## config.mk

```make
export PLATFORM = sky130hd
export DESIGN_NAME = convex_hull_graham_scan_top
export DESIGN_NICKNAME = d
export VERILOG_FILES = /design/src/rtl/core/chs_pkg.sv /design/src/rtl/core/chs_mul.sv /design/src/rtl/core/convex_hull_graham_scan_top.sv
export SDC_FILE = /design/constraint.sdc
export NUM_CORES = 2
export LEC_CHECK = 0
export BUFFER_PORTS_ARGS = -buffer_cell sky130_fd_sc_hd__buf_2
export CAP_MARGIN = 30
export CORE_ASPECT_RATIO = 1.4
export CORE_MARGIN = 2
export CORE_UTILIZATION = 60
export CTS_CLUSTER_SIZE = 28
export DETAILED_ROUTE_END_ITERATION = 16
export GPL_TIMING_DRIVEN = 0
export PLACE_DENSITY = 0.74
export SYNTH_ARGS = -nofsm -noshare
export SYNTH_HDL_FRONTEND = slang
export SYNTH_SLANG_ARGS = --single-unit
```

## constraint.sdc

```tcl
create_clock -name clk -period 10.7 [get_ports clk]
set_input_delay 0 -clock clk [delete_from_list [all_inputs] [get_ports clk]]
set_output_delay 0 -clock clk [all_outputs]
set_load 0.02 [all_outputs]
```

## src/rtl/core/chs_pkg.sv

```systemverilog
// Shared types, constants and helpers for the convex hull block.
`timescale 1ns / 1ps

package chs_pkg;

    // Default store capacity in points
    localparam int MAX_POINTS_DEF = 16;
    // Fewest kept points that form a hull
    localparam int MIN_HULL = 3;
    // Width of a coordinate difference and of a product of two of them
    localparam int DIFF_W = 17;
    localparam int PROD_W = 2 * DIFF_W;
    localparam int ACC_W  = PROD_W + 2;

    typedef struct packed {
        logic signed [15:0] x;
        logic signed [15:0] y;
    } pt_t;

    // Exact difference of two coordinates
    function automatic logic signed [DIFF_W-1:0] diff17(input logic signed [15:0] a,
                                                       input logic signed [15:0] b);
        logic signed [DIFF_W-1:0] r;
        r = {a[15], a} - {b[15], b};
        return r;
    endfunction

endpackage

```

## src/rtl/core/chs_mul.sv

```systemverilog
// Shared signed multiplier with a registered product.
`timescale 1ns / 1ps

module chs_mul
    import chs_pkg::*;
(
    input  logic                     clk,
    input  logic signed [DIFF_W-1:0] mul_a,
    input  logic signed [DIFF_W-1:0] mul_b,
    output logic signed [PROD_W-1:0] prod
);

    logic signed [PROD_W-1:0] prod_reg;

    // Register every product for use in the following cycle
    always_ff @(posedge clk)
    begin
        prod_reg <= mul_a * mul_b;
    end

    assign prod = prod_reg;

endmodule

```

## src/rtl/core/convex_hull_graham_scan_top.sv

```systemverilog
// Graham scan convex hull: point store, pivot search, sort, prune, scan, vertex output.
// Loading: one point a cycle while busy is low; a point without the last mark gives no result.
// After the last point busy rises: pivot search, insertion sort (each compare runs through the
// one shared multiplier), prune and scan, then the vertex beats, which the receiver cannot stall.
// Busy falls as the final beat goes out. rst_n clears control state at once; memories are not.
`timescale 1ns / 1ps

module convex_hull_graham_scan_top
    import chs_pkg::*;
#(
    parameter int MAX_POINTS = MAX_POINTS_DEF
)
(
    input  logic               clk,
    input  logic               rst_n,
    input  logic               start,
    output logic               busy,
    input  logic signed [15:0] point_x,
    input  logic signed [15:0] point_y,
    input  logic               last_point,
    output logic               strobe,
    output logic signed [15:0] vertex_x,
    output logic signed [15:0] vertex_y,
    output logic               hull_valid,
    output logic               overflow,
    output logic               last_vertex
);

    localparam int AW = (MAX_POINTS > 1) ? $clog2(MAX_POINTS) : 1;
    localparam int CW = $clog2(MAX_POINTS + 1);
    localparam logic [CW-1:0] CNT_MAX = CW'(MAX_POINTS);
    localparam logic [CW-1:0] CNT_HULL = CW'(MIN_HULL);

    typedef enum logic [5:0] {
        ST_IDLE, ST_PV_RD, ST_PV_CMP, ST_SW_RD, ST_SW_W0, ST_SW_W1,
        ST_SO_I, ST_SO_T, ST_SO_J, ST_SO_R, ST_SO_D,
        ST_PR_A, ST_PR_Q, ST_PR_N, ST_PR_R, ST_PR_C, ST_PR_W,
        ST_SC_0, ST_SC_1, ST_SC_2, ST_SC_3, ST_SC_I, ST_SC_T, ST_SC_L, ST_SC_D, ST_SC_P,
        ST_EM_RD, ST_EM_OUT, ST_EM_BAD,
        ST_C0, ST_C1, ST_C2, ST_C3, ST_C4, ST_C5, ST_C6
    } state_t;

    state_t state_reg, ret_reg;

    logic [CW-1:0] count_reg, i_reg, j_reg, m_reg, depth_reg, e_reg;
    logic [AW-1:0] mi_reg;
    logic          ovf_reg, busy_reg, prec_reg, neg_reg;
    pt_t           piv_reg, t_reg, cand_reg, top1_reg, top2_reg;
    pt_t           op_p_reg, op_q_reg, op_r_reg;
    logic signed [ACC_W-1:0] acc_reg, acc2_reg;

    logic          strobe_reg, valid_reg, ovfo_reg, lastv_reg;
    pt_t           vtx_reg;

    // Memories
    pt_t           w_mem [MAX_POINTS];
    pt_t           s_mem [MAX_POINTS];
    pt_t           w_rd, s_rd;
    logic          w_we, s_we;
    logic [AW-1:0] w_wa, w_ra, s_wa, s_ra;
    pt_t           w_wd, s_wd;

    logic signed [DIFF_W-1:0] mul_a, mul_b;
    logic signed [PROD_W-1:0] prod;
    logic signed [ACC_W-1:0]  prod_ext, v_diff;

    chs_mul u_mul (
        .clk   (clk),
        .mul_a (mul_a),
        .mul_b (mul_b),
        .prod  (prod)
    );

    assign prod_ext = {{(ACC_W-PROD_W){prod[PROD_W-1]}}, prod};
    assign v_diff   = acc_reg - prod_ext;

    // Point store
    always_ff @(posedge clk)
    begin
        if (w_we)
        begin
            w_mem[w_wa] <= w_wd;
        end
        w_rd <= w_mem[w_ra];
    end

    // Hull stack
    always_ff @(posedge clk)
    begin
        if (s_we)
        begin
            s_mem[s_wa] <= s_wd;
        end
        s_rd <= s_mem[s_ra];
    end

    // Drive memory ports and multiplier operands from the sequencer
    always_comb
    begin
        w_we  = 1'b0;
        w_wa  = '0;
        w_wd  = piv_reg;
        w_ra  = '0;
        s_we  = 1'b0;
        s_wa  = '0;
        s_wd  = cand_reg;
        s_ra  = '0;
        mul_a = '0;
        mul_b = '0;
        unique case (state_reg)
            ST_IDLE:
            begin
                if (start && (count_reg < CNT_MAX))
                begin
                    w_we = 1'b1;
                    w_wa = count_reg[AW-1:0];
                    w_wd = '{x: point_x, y: point_y};
                end
            end
            ST_PV_RD: w_ra = i_reg[AW-1:0];
            ST_SW_W0:
            begin
                w_we = 1'b1;
                w_wa = mi_reg;
                w_wd = w_rd;
            end
            ST_SW_W1: w_we = 1'b1;
            ST_SO_I:  w_ra = i_reg[AW-1:0];
            ST_SO_J:
            begin
                if (j_reg > CW'(1))
                begin
                    w_ra = AW'(j_reg - 1'b1);
                end
                else
                begin
                    w_we = 1'b1;
                    w_wa = j_reg[AW-1:0];
                    w_wd = t_reg;
                end
            end
            ST_SO_D:
            begin
                w_we = 1'b1;
                w_wa = j_reg[AW-1:0];
                w_wd = neg_reg ? op_r_reg : t_reg;
            end
            ST_PR_A:  w_ra = i_reg[AW-1:0];
            ST_PR_N:  w_ra = AW'(i_reg + 1'b1);
            ST_PR_W:
            begin
                w_we = 1'b1;
                w_wa = m_reg[AW-1:0];
                w_wd = cand_reg;
            end
            ST_SC_0:  w_ra = AW'(1);
            ST_SC_1:
            begin
                w_ra = AW'(2);
                s_we = 1'b1;
                s_wa = AW'(1);
                s_wd = w_rd;
            end
            ST_SC_2:
            begin
                s_we = 1'b1;
                s_wa = AW'(2);
                s_wd = w_rd;
            end
            ST_SC_3:
            begin
                s_we = 1'b1;
                s_wd = piv_reg;
            end
            ST_SC_I:  w_ra = i_reg[AW-1:0];
            ST_SC_L:
            begin
                if ((depth_reg <= CW'(2)) && (depth_reg < CNT_MAX))
                begin
                    s_we = 1'b1;
                    s_wa = depth_reg[AW-1:0];
                end
            end
            ST_SC_D:
            begin
                if (neg_reg)
                begin
                    s_we = (depth_reg < CNT_MAX);
                    s_wa = depth_reg[AW-1:0];
                end
                else
                begin
                    s_ra = AW'(depth_reg - CW'(3));
                end
            end
            ST_EM_RD: s_ra = e_reg[AW-1:0];
            ST_C0:
            begin
                mul_a = diff17(op_q_reg.y, op_p_reg.y);
                mul_b = diff17(op_r_reg.x, op_q_reg.x);
            end
            ST_C1:
            begin
                mul_a = diff17(op_q_reg.x, op_p_reg.x);
                mul_b = diff17(op_r_reg.y, op_q_reg.y);
            end
            ST_C2:
            begin
                mul_a = diff17(op_q_reg.x, op_p_reg.x);
                mul_b = mul_a;
            end
            ST_C3:
            begin
                mul_a = diff17(op_q_reg.y, op_p_reg.y);
                mul_b = mul_a;
            end
            ST_C4:
            begin
                mul_a = diff17(op_r_reg.x, op_p_reg.x);
                mul_b = mul_a;
            end
            ST_C5:
            begin
                mul_a = diff17(op_r_reg.y, op_p_reg.y);
                mul_b = mul_a;
            end
            default: ;
        endcase
    end

    // Sequencer: state, counters, working registers and result beat
    always_ff @(posedge clk or negedge rst_n)
    begin
        if (!rst_n)
        begin
            state_reg  <= ST_IDLE;
            ret_reg    <= ST_IDLE;
            count_reg  <= '0;
            i_reg      <= '0;
            j_reg      <= '0;
            m_reg      <= '0;
            depth_reg  <= '0;
            e_reg      <= '0;
            mi_reg     <= '0;
            ovf_reg    <= 1'b0;
            busy_reg   <= 1'b0;
            prec_reg   <= 1'b0;
            neg_reg    <= 1'b0;
            strobe_reg <= 1'b0;
        end
        else
        begin
            strobe_reg <= 1'b0;
            unique case (state_reg)
                ST_IDLE:
                begin
                    if (start)
                    begin
                        if (count_reg < CNT_MAX)
                        begin
                            count_reg <= count_reg + 1'b1;
                        end
                        else
                        begin
                            ovf_reg <= 1'b1;
                        end
                        if (last_point)
                        begin
                            busy_reg  <= 1'b1;
                            i_reg     <= '0;
                            state_reg <= ST_PV_RD;
                        end
                    end
                end
                // Find the pivot: lowest y, then lowest x
                ST_PV_RD: state_reg <= ST_PV_CMP;
                ST_PV_CMP:
                begin
                    if ((i_reg == '0) || (w_rd.y < piv_reg.y) ||
                        ((w_rd.y == piv_reg.y) && (w_rd.x < piv_reg.x)))
                    begin
                        piv_reg <= w_rd;
                        mi_reg  <= i_reg[AW-1:0];
                    end
                    if (i_reg == count_reg - 1'b1)
                    begin
                        state_reg <= ST_SW_RD;
                    end
                    else
                    begin
                        i_reg     <= i_reg + 1'b1;
                        state_reg <= ST_PV_RD;
                    end
                end
                // Swap the pivot into slot zero
                ST_SW_RD: state_reg <= ST_SW_W0;
                ST_SW_W0: state_reg <= ST_SW_W1;
                ST_SW_W1:
                begin
                    i_reg     <= CW'(2);
                    state_reg <= ST_SO_I;
                end
                // Insertion sort by angle about the pivot
                ST_SO_I:
                begin
                    if (i_reg >= count_reg)
                    begin
                        i_reg     <= CW'(1);
                        m_reg     <= CW'(1);
                        state_reg <= ST_PR_A;
                    end
                    else
                    begin
                        state_reg <= ST_SO_T;
                    end
                end
                ST_SO_T:
                begin
                    t_reg     <= w_rd;
                    j_reg     <= i_reg;
                    state_reg <= ST_SO_J;
                end
                ST_SO_J:
                begin
                    if (j_reg > CW'(1))
                    begin
                        state_reg <= ST_SO_R;
                    end
                    else
                    begin
                        i_reg     <= i_reg + 1'b1;
                        state_reg <= ST_SO_I;
                    end
                end
                ST_SO_R:
                begin
                    op_p_reg  <= piv_reg;
                    op_q_reg  <= t_reg;
                    op_r_reg  <= w_rd;
                    prec_reg  <= 1'b1;
                    ret_reg   <= ST_SO_D;
                    state_reg <= ST_C0;
                end
                ST_SO_D:
                begin
                    if (neg_reg)
                    begin
                        j_reg     <= j_reg - 1'b1;
                        state_reg <= ST_SO_J;
                    end
                    else
                    begin
                        i_reg     <= i_reg + 1'b1;
                        state_reg <= ST_SO_I;
                    end
                end
                // Keep only the farthest of each run collinear with the pivot
                ST_PR_A:
                begin
                    if (i_reg >= count_reg)
                    begin
                        state_reg <= (m_reg < CNT_HULL) ? ST_EM_BAD : ST_SC_0;
                    end
                    else
                    begin
                        state_reg <= ST_PR_Q;
                    end
                end
                ST_PR_Q:
                begin
                    cand_reg  <= w_rd;
                    state_reg <= ST_PR_N;
                end
                ST_PR_N:
                begin
                    state_reg <= ((i_reg + 1'b1) < count_reg) ? ST_PR_R : ST_PR_W;
                end
                ST_PR_R:
                begin
                    op_p_reg  <= piv_reg;
                    op_q_reg  <= cand_reg;
                    op_r_reg  <= w_rd;
                    prec_reg  <= 1'b0;
                    ret_reg   <= ST_PR_C;
                    state_reg <= ST_C0;
                end
                ST_PR_C:
                begin
                    if (acc_reg == '0)
                    begin
                        cand_reg  <= op_r_reg;
                        i_reg     <= i_reg + 1'b1;
                        state_reg <= ST_PR_N;
                    end
                    else
                    begin
                        state_reg <= ST_PR_W;
                    end
                end
                ST_PR_W:
                begin
                    m_reg     <= m_reg + 1'b1;
                    i_reg     <= i_reg + 1'b1;
                    state_reg <= ST_PR_A;
                end
                // Seed the stack with the first three kept points
                ST_SC_0: state_reg <= ST_SC_1;
                ST_SC_1:
                begin
                    top2_reg  <= w_rd;
                    state_reg <= ST_SC_2;
                end
                ST_SC_2:
                begin
                    top1_reg  <= w_rd;
                    state_reg <= ST_SC_3;
                end
                ST_SC_3:
                begin
                    depth_reg <= CW'(3);
                    i_reg     <= CW'(3);
                    state_reg <= ST_SC_I;
                end
                // Scan: pop while the turn is not counterclockwise, then push
                ST_SC_I:
                begin
                    if (i_reg >= m_reg)
                    begin
                        e_reg     <= '0;
                        state_reg <= ST_EM_RD;
                    end
                    else
                    begin
                        state_reg <= ST_SC_T;
                    end
                end
                ST_SC_T:
                begin
                    cand_reg  <= w_rd;
                    state_reg <= ST_SC_L;
                end
                ST_SC_L:
                begin
                    if (depth_reg > CW'(2))
                    begin
                        op_p_reg  <= top2_reg;
                        op_q_reg  <= top1_reg;
                        op_r_reg  <= cand_reg;
                        prec_reg  <= 1'b0;
                        ret_reg   <= ST_SC_D;
                        state_reg <= ST_C0;
                    end
                    else
                    begin
                        if (depth_reg < CNT_MAX)
                        begin
                            top2_reg  <= top1_reg;
                            top1_reg  <= cand_reg;
                            depth_reg <= depth_reg + 1'b1;
                        end
                        i_reg     <= i_reg + 1'b1;
                        state_reg <= ST_SC_I;
                    end
                end
                ST_SC_D:
                begin
                    if (neg_reg)
                    begin
                        if (depth_reg < CNT_MAX)
                        begin
                            top2_reg  <= top1_reg;
                            top1_reg  <= cand_reg;
                            depth_reg <= depth_reg + 1'b1;
                        end
                        i_reg     <= i_reg + 1'b1;
                        state_reg <= ST_SC_I;
                    end
                    else
                    begin
                        depth_reg <= depth_reg - 1'b1;
                        top1_reg  <= top2_reg;
                        state_reg <= ST_SC_P;
                    end
                end
                ST_SC_P:
                begin
                    top2_reg  <= s_rd;
                    state_reg <= ST_SC_L;
                end
                // Emit the stack, one beat per vertex, or one invalid beat if too few points are kept
                ST_EM_RD: state_reg <= ST_EM_OUT;
                ST_EM_OUT:
                begin
                    strobe_reg <= 1'b1;
                    vtx_reg    <= s_rd;
                    valid_reg  <= 1'b1;
                    ovfo_reg   <= ovf_reg;
                    lastv_reg  <= (e_reg == depth_reg - 1'b1);
                    e_reg      <= e_reg + 1'b1;
                    if (e_reg == depth_reg - 1'b1)
                    begin
                        count_reg <= '0;
                        ovf_reg   <= 1'b0;
                        busy_reg  <= 1'b0;
                        state_reg <= ST_IDLE;
                    end
                    else
                    begin
                        state_reg <= ST_EM_RD;
                    end
                end
                ST_EM_BAD:
                begin
                    strobe_reg <= 1'b1;
                    vtx_reg    <= '0;
                    valid_reg  <= 1'b0;
                    ovfo_reg   <= ovf_reg;
                    lastv_reg  <= 1'b1;
                    count_reg  <= '0;
                    ovf_reg    <= 1'b0;
                    busy_reg   <= 1'b0;
                    state_reg  <= ST_IDLE;
                end
                // Orientation, then squared distances for a collinear sort key
                ST_C0: state_reg <= ST_C1;
                ST_C1:
                begin
                    acc_reg   <= prod_ext;
                    state_reg <= ST_C2;
                end
                ST_C2:
                begin
                    acc_reg <= v_diff;
                    neg_reg <= v_diff[ACC_W-1];
                    if (!prec_reg || (v_diff != '0))
                    begin
                        state_reg <= ret_reg;
                    end
                    else
                    begin
                        state_reg <= ST_C3;
                    end
                end
                ST_C3:
                begin
                    acc_reg   <= prod_ext;
                    state_reg <= ST_C4;
                end
                ST_C4:
                begin
                    acc_reg   <= acc_reg + prod_ext;
                    state_reg <= ST_C5;
                end
                ST_C5:
                begin
                    acc2_reg  <= prod_ext;
                    state_reg <= ST_C6;
                end
                ST_C6:
                begin
                    neg_reg   <= (acc_reg < (acc2_reg + prod_ext));
                    state_reg <= ret_reg;
                end
                default: state_reg <= ST_IDLE;
            endcase
        end
    end

    assign busy        = busy_reg;
    assign strobe      = strobe_reg;
    assign vertex_x    = vtx_reg.x;
    assign vertex_y    = vtx_reg.y;
    assign hull_valid  = valid_reg;
    assign overflow    = ovfo_reg;
    assign last_vertex = lastv_reg;

    // Nothing follows the final beat of a hull
    a_last_ends: assert property (@(posedge clk) disable iff (!rst_n)
        strobe && last_vertex |=> !strobe)
        else $error("beat after final vertex");

    // An invalid result is always the only one
    a_bad_last: assert property (@(posedge clk) disable iff (!rst_n)
        strobe && !hull_valid |-> last_vertex)
        else $error("invalid result not marked final");

    // Stack never grows past capacity
    a_depth: assert property (@(posedge clk) disable iff (!rst_n)
        depth_reg <= CNT_MAX)
        else $error("hull stack overrun");

    // A beat goes out only while the hull is being delivered
    a_beat_busy: assert property (@(posedge clk) disable iff (!rst_n)
        strobe |-> $past(busy_reg))
        else $error("beat outside computation");

endmodule
```

# [Word level (Yosys, flattened, before mapping)]
# Memories as Yosys holds them, arrays and structs flattened. A register that Yosys moved wholly into a read port is not among the register bits.
# Cells that the tools add are included.
[word_totals] reg_bits=446 memories=2 wordCells=281 latch_bits=0 input_bits=36 out_inout_bits=37 ramBits=1024 mem_bits_ro=0
[classes] div=0 muxes=99 shift=0 bitwise_logic=0 n_reduce_logical=58 addsub=18 order_cmp=12 n_eq_ne=53 n_mul=1
[mem_list] memory="s_mem" words=16 word_bits=32 rd=1 rd_clocked_by_memory_dff=1 wr=1 line="convex_hull_graham_scan_top.sv:57" source="pt_t s_mem [MAX_POINTS];"
[mem_list] memory="w_mem" words=16 word_bits=32 rd=1 rd_clocked_by_memory_dff=1 wr=1 line="convex_hull_graham_scan_top.sv:56" source="pt_t w_mem [MAX_POINTS];"
[op_table] cell="32-bit two-way mux" count=13
[op_table] cell="32-bit case mux with 2 select lines" count=5
[op_table] cell="6-bit case mux with 33 select lines" count=1
[op_table] cell="32-bit case mux with 3 select lines" count=2
[op_table] cell="32-bit case mux with 5 select lines" count=1
[op_table] cell="32-bit case mux with 4 select lines" count=1
[op_table] cell="36-bit case mux with 3 select lines" count=1
[op_table] cell="5-bit two-way mux" count=21
[op_table] cell="17-bit case mux with 6 select lines" count=1
[op_table] cell="16-bit by 16-bit subtractor with 17-bit output" count=6
[op_table] cell="6-bit by 5-bit equality test with 1-bit output, second input constant" count=16
[op_table] cell="17-bit case mux with 4 select lines" count=1
[op_table] cell="5-bit case mux with 11 select lines" count=1
[op_table] cell="4-bit two-way mux" count=13
[op_table] cell="6-bit by 4-bit equality test with 1-bit output, second input constant" count=8
[op_table] cell="4-bit case mux with 5 select lines" count=2
[op_table] cell="36-bit by 34-bit adder with 36-bit output" count=1
[op_table] cell="36-bit zero test" count=1
[op_table] cell="36-bit by 35-bit < comparator with 1-bit output" count=1
[op_table] cell="36-bit nonzero test" count=1
[op_table] cell="36-bit by 34-bit subtractor with 36-bit output" count=1
[op_table] cell="34-bit by 34-bit adder with 35-bit output" count=1
[op_table] cell="17-bit by 17-bit multiplier with 34-bit output" count=1
[op_table] cell="16-bit < comparator" count=2
[op_table] cell="other kinds (43)" count=139

# [Depth between registers and ports, before layout]
[depth] word_depth=6 mapped_depth=37 mapped_depth_nobuf=36

# [Modules after synthesis]
# A second synthesis with hierarchy kept.
[hier_totals] hier_cells=7912 hier_area_um2=86725.7
[by_module_without_submodules] module="convex_hull_graham_scan_top" cells_each=6630 area_each_um2=74757.9 n_inst=1 seq_area_each_um2=44097.3
[by_module_without_submodules] module="chs_mul" cells_each=1282 area_each_um2=11967.7 n_inst=1 seq_area_each_um2=680.7

# [Worst setup path after synthesis]
# No wires, ideal clock.
[synth_timing] kind="reg2reg" startpoint="register op_r_reg[0] in the netlist's numbering" endpoint="register u_mul.prod_reg[32] (netlist: u_mul.prod[32])" path_stages_with_launch=34 setup_time_ns=0.072 period_less_slack_ns=8.600 t_required_ns=10.628 n_path_buf=0 arrival_ns=8.528 setup_slack_ns=2.100 path_cell_list="edfxtp_1 > inv_1 > ha_1 > inv_1 > fa_1 > a21o_1 > a21oi_1 > o211ai_1 > a31o_2 > a21oi_1 > xor2_1 > o22ai_1 > a211oi_1 > nor2_1 > fa_1 > inv_1 > fa_1 > inv_1 > fa_1 > inv_1 > fa_1 > fa_1 > fa_1 > inv_1 > ha_1 > a21o_1 > a221o_1 > and2_1 > o31ai_1 > o21ai_0 > o211ai_1 > or3b_2 > a21oi_1 > xnor2_1"
[synth_between] elab_chain_cells=3 elab_cells_between_ends=5 classes_between="add/sub: 2; mul: 1; mux: 2"
[synth_rtl] item="start: declaration" line="convex_hull_graham_scan_top.sv:49" source="pt_t op_p_reg, op_q_reg, op_r_reg;"
[synth_rtl] item="start signal: assignment" line="convex_hull_graham_scan_top.sv:339" source="op_r_reg <= w_rd;"
[synth_rtl] item="start signal: assignment" line="convex_hull_graham_scan_top.sv:382" source="op_r_reg <= w_rd;"
[synth_rtl] item="start signal: assignment" line="convex_hull_graham_scan_top.sv:448" source="op_r_reg <= cand_reg;"
[synth_rtl] item="16-bit by 16-bit subtractor with 17-bit output" line="chs_pkg.sv:24" source="r = {a[15], a} - {b[15], b};"
[synth_rtl] item="17-bit case mux with 6 select lines / 17-bit case mux with 4 select lines (equally long branches)" line="convex_hull_graham_scan_top.sv:110" source="unique case (state_reg)"
[synth_rtl] item="17-bit by 17-bit multiplier with 34-bit output (*)" line="chs_mul.sv:18" source="prod_reg <= mul_a * mul_b;"
[synth_rtl] item="end signal: assignment" line="chs_mul.sv:18"
[synth_rtl] item="end: declaration" line="chs_mul.sv:13" source="logic signed [PROD_W-1:0] prod_reg;"
# Every way passes the cells marked *; elsewhere a longest branch is shown, timed or not.
# A chain may end at the register's enable or synchronous reset.

# [Worst setup path in the final report]
# Ends and elaborated chain as after synthesis.

==> flow_summary.yaml <==
layout:
  drive_above_1_share: 0.0693
  final_area_mm2: 0.0962
  layout.area.seq_mm2: 0.0448
  multi_input_area_mm2: 0.0383
  final_cell_mix: "nand2_1 (1595), edfxtp_1 (1385), inv_1 (550), clkbuf_1 (386), ha_1 (376)"
  syn_to_final_growth_pct: 11.2
  fillCellCount: 10800
  fin_cells: 10400
  nets: 9053
  mostFrequentLayoutCell: "nand2_1"
timing:
  period_share: 0.964
  fmax_mhz: 97.0
  rsz0062_at_grt: "no"
  setup_viol: 0
  tightest_slew_ns: 1.15
  slew_headroom: 0.232
  setup_tns_ns: 0
  fin_ws_ns: 0.390
  finalCriticalPeriod_ns: 10.31
  maxSlewViolCount: 0
  hold_viol: 0
  finalClockSkew_ns: 0.0439
global_routing:
  grt_overflow: 0
  grt_pass1_vias: 68600
  antenna_found_initial: 18
  grt_pass1_wl_um: 438000
  grt_max_degree: 35
  gr-usage-all-layers: 0.406
floorplan:
  die_w_um: 325
  die_h_um: 453
  start_util: 0.605
  die_area_mm2: 0.147
  core-area_mm2: 0.143
  row_count: 164
  io_pins: 73
clock_network:
  clockRootBuffer: "clkbuf_16"
  cts_inserted_buffers: 146
  htreeDepth: 4
  clk_pin_slew_worst_paths_ns: 0.07
  clock-sinks: 1532
  cts_tree: "built"
  clkLatencyLatePin_ns: 0.82
  cts_max_path_buffers: 3
yosys:
  synthArstFlopShare: 0.0320
  ys.flop_type: "edfxtp_1"
  synth_edf_count: 1385
  syn_nets: 8741
  yosys.area.top_type_share: 0.481
  syn_inst: 8023
  synth_seq_area_share: 0.518
  synth_area_mm2: 0.0865
  yosys-top-cells-area: "edfxtp_1 (48%), fa_1 (7.1%), nand2_1 (6.9%)"
  ys_ff_latch: 1532
  postSynthAreaPerCell_um2: 10.8
  synth_top_area_cell: "edfxtp_1"
  synth_cell_type_count: 100
  yosysWarnings: 0
critical_path:
  crit_family: "adder cells"
  reg2reg_to: "u_mul.prod[32]"
  cp_max_fo: 10
  worst_ep_arrival_time_ns: 10.96
  cp_slowest_cell: "nor3_1"
  cpPeakStageDelay_ns: 0.68
  r2r_setup_slack_ns: 0.39
  critPathRequiredTime_ns: 11.35
  rr_worst_depth: 31
  end_kind: "register"
  worstReg2RegStart: "op_r_reg[0]"
  critPathBufInv: 5
  crit_top_cell: "fa_1"
  path_depth: 31
  critPathLaunchType: "register"
  worstSetupPathType: "reg -> reg"
worst_hold_path:
  worstHoldPathType: "in -> reg"
  hold_start: "point_y[13]"
  hold_depth: 5
  hold-path-endpoint: "w_mem[13][13]"
route:
  drcViolationCount: 0
  avgRoutedWirePerCell_um: 29.1
  drt_first_pass_iters: 8
  num_vias: 68600
  drt_iter0_drc: 8762
  via_per_inst: 6.61
  antenna_left: 0
  wirelength_um: 302000
placement:
  numPortBuffers: 72
  finalWeightedCongestion: 1.05
  placed_cell_area_mm2: 0.0909
  pre_cts_slack_ns: -0.0515
  dp_cells: 10100
  dp_hpwl_um: 227000
pwr:
  power_uw: 11800
  cellLeakagePower_uw: 0.0367
  vdd_drop_max_v: 0.000160
  power-per-cell-area_mw_per_mm2: 123
run:
  maxCapViolCount: 0
outcome:
  status: "finished, final reports clean"
Yosys cell counts (114+ instances only):
cell type	count
a21oi_1	354
a311oi_1	164
clkbuf_1	374
fa_1	306
nor2_1	341
ha_1	376
xnor2_1	114
a211oi_1	188
and2_1	179
o21ai_0	226
nand2_1	1595
a31oi_1	136
a22oi_1	120
nand3_1	217
inv_1	550
edfxtp_1	1385
cells by family after synthesis:
| logic type | count (synthesis) | synth area share |
|---|---|---|
| buffers and inverters | 990 | 0.0437 |
| adder cells (fa/ha/maj) | 682 | 0.125 |
| flip-flops | 1532 | 0.518 |
| AND/OR/NAND/NOR | 2797 | 0.143 |
| AO/OA/AOI/OAI | 1772 | 0.144 |
| multiplexers | 70 | 0.00855 |
| XOR/XNOR | 180 | 0.0182 |
worst max-delay path by stage:
stage / startpoint / endpoint / slack, ns
after floorplan: op_r_reg[0] / u_mul.prod[32] / 2.10
after global placement: state_reg[2] / u_mul.prod[32] / -0.90
after detailed placement: state_reg[1] / u_mul.prod[32] / -0.05
after CTS: op_p_reg[17] / u_mul.prod[32] / 0.02
after global routing: state_reg[1] / u_mul.prod[32] / 0.20
final: op_r_reg[0] / u_mul.prod[32] / 0.39
final cells by class:
| type | instances | share of cell area |
|---|---|---|
| multi-input cells | 5501 | 0.398 |
| plain buffers | 433 | 0.0177 |
| clock buffers | 184 | 0.0408 |
| diodes | 8 | 0.000208 |
| clock inverters | 89 | 0.0107 |
| inverters | 551 | 0.0215 |
| repair buffers | 170 | 0.0206 |
| flip-flops and latches | 1532 | 0.465 |
| well taps | 1909 | 0.0248 |
per-layer routing:
metal	routed length, µm	GRT usage
met2	143000	0.673
met4	32900	0.361
met3	28000	0.0791
met5	101	0
met1	97600	0.447
repair_timing:
| item | in CTS | in global routing |
|---|---|---|
| hold endpoints to repair | 87 | 0 |
| hold buffers | 7 | 0 |
| setup endpoints to repair | 2 | 6 |
| buffers inserted | 0 | 0 |
| gates resized for setup | 1 | 30 |
| pin swaps | 0 | 0 |
tightest hold or removal path, cell delays in order:
cell,delay (ns)
buf_2,0.08
nand2_1,0.10
nand2_1,0.11
a221o_1,0.25
buf_16,0.20
per-stage QoR:
| step | utilization | hold WS [ns] |
|---|---|---|
| final | 0.673 | 0.0463 |
| after global routing | 0.673 | 0.0219 |
| after CTS | 0.671 | 0.0994 |
| after detailed placement | 0.636 | 0.0544 |
| after global placement | 0.624 | 0.365 |
| after floorplan | - | -0.296 |
power breakdown:
group | switching, µW | total (µW) | internal, µW
clock | 2390 | 5350 | 2970
combinational | 16.2 | 25.4 | 9.10
sequential | 0.0558 | 6420 | 6420
total | 2400 | 11800 | 9400
Power figures use the tool's default switching activity.
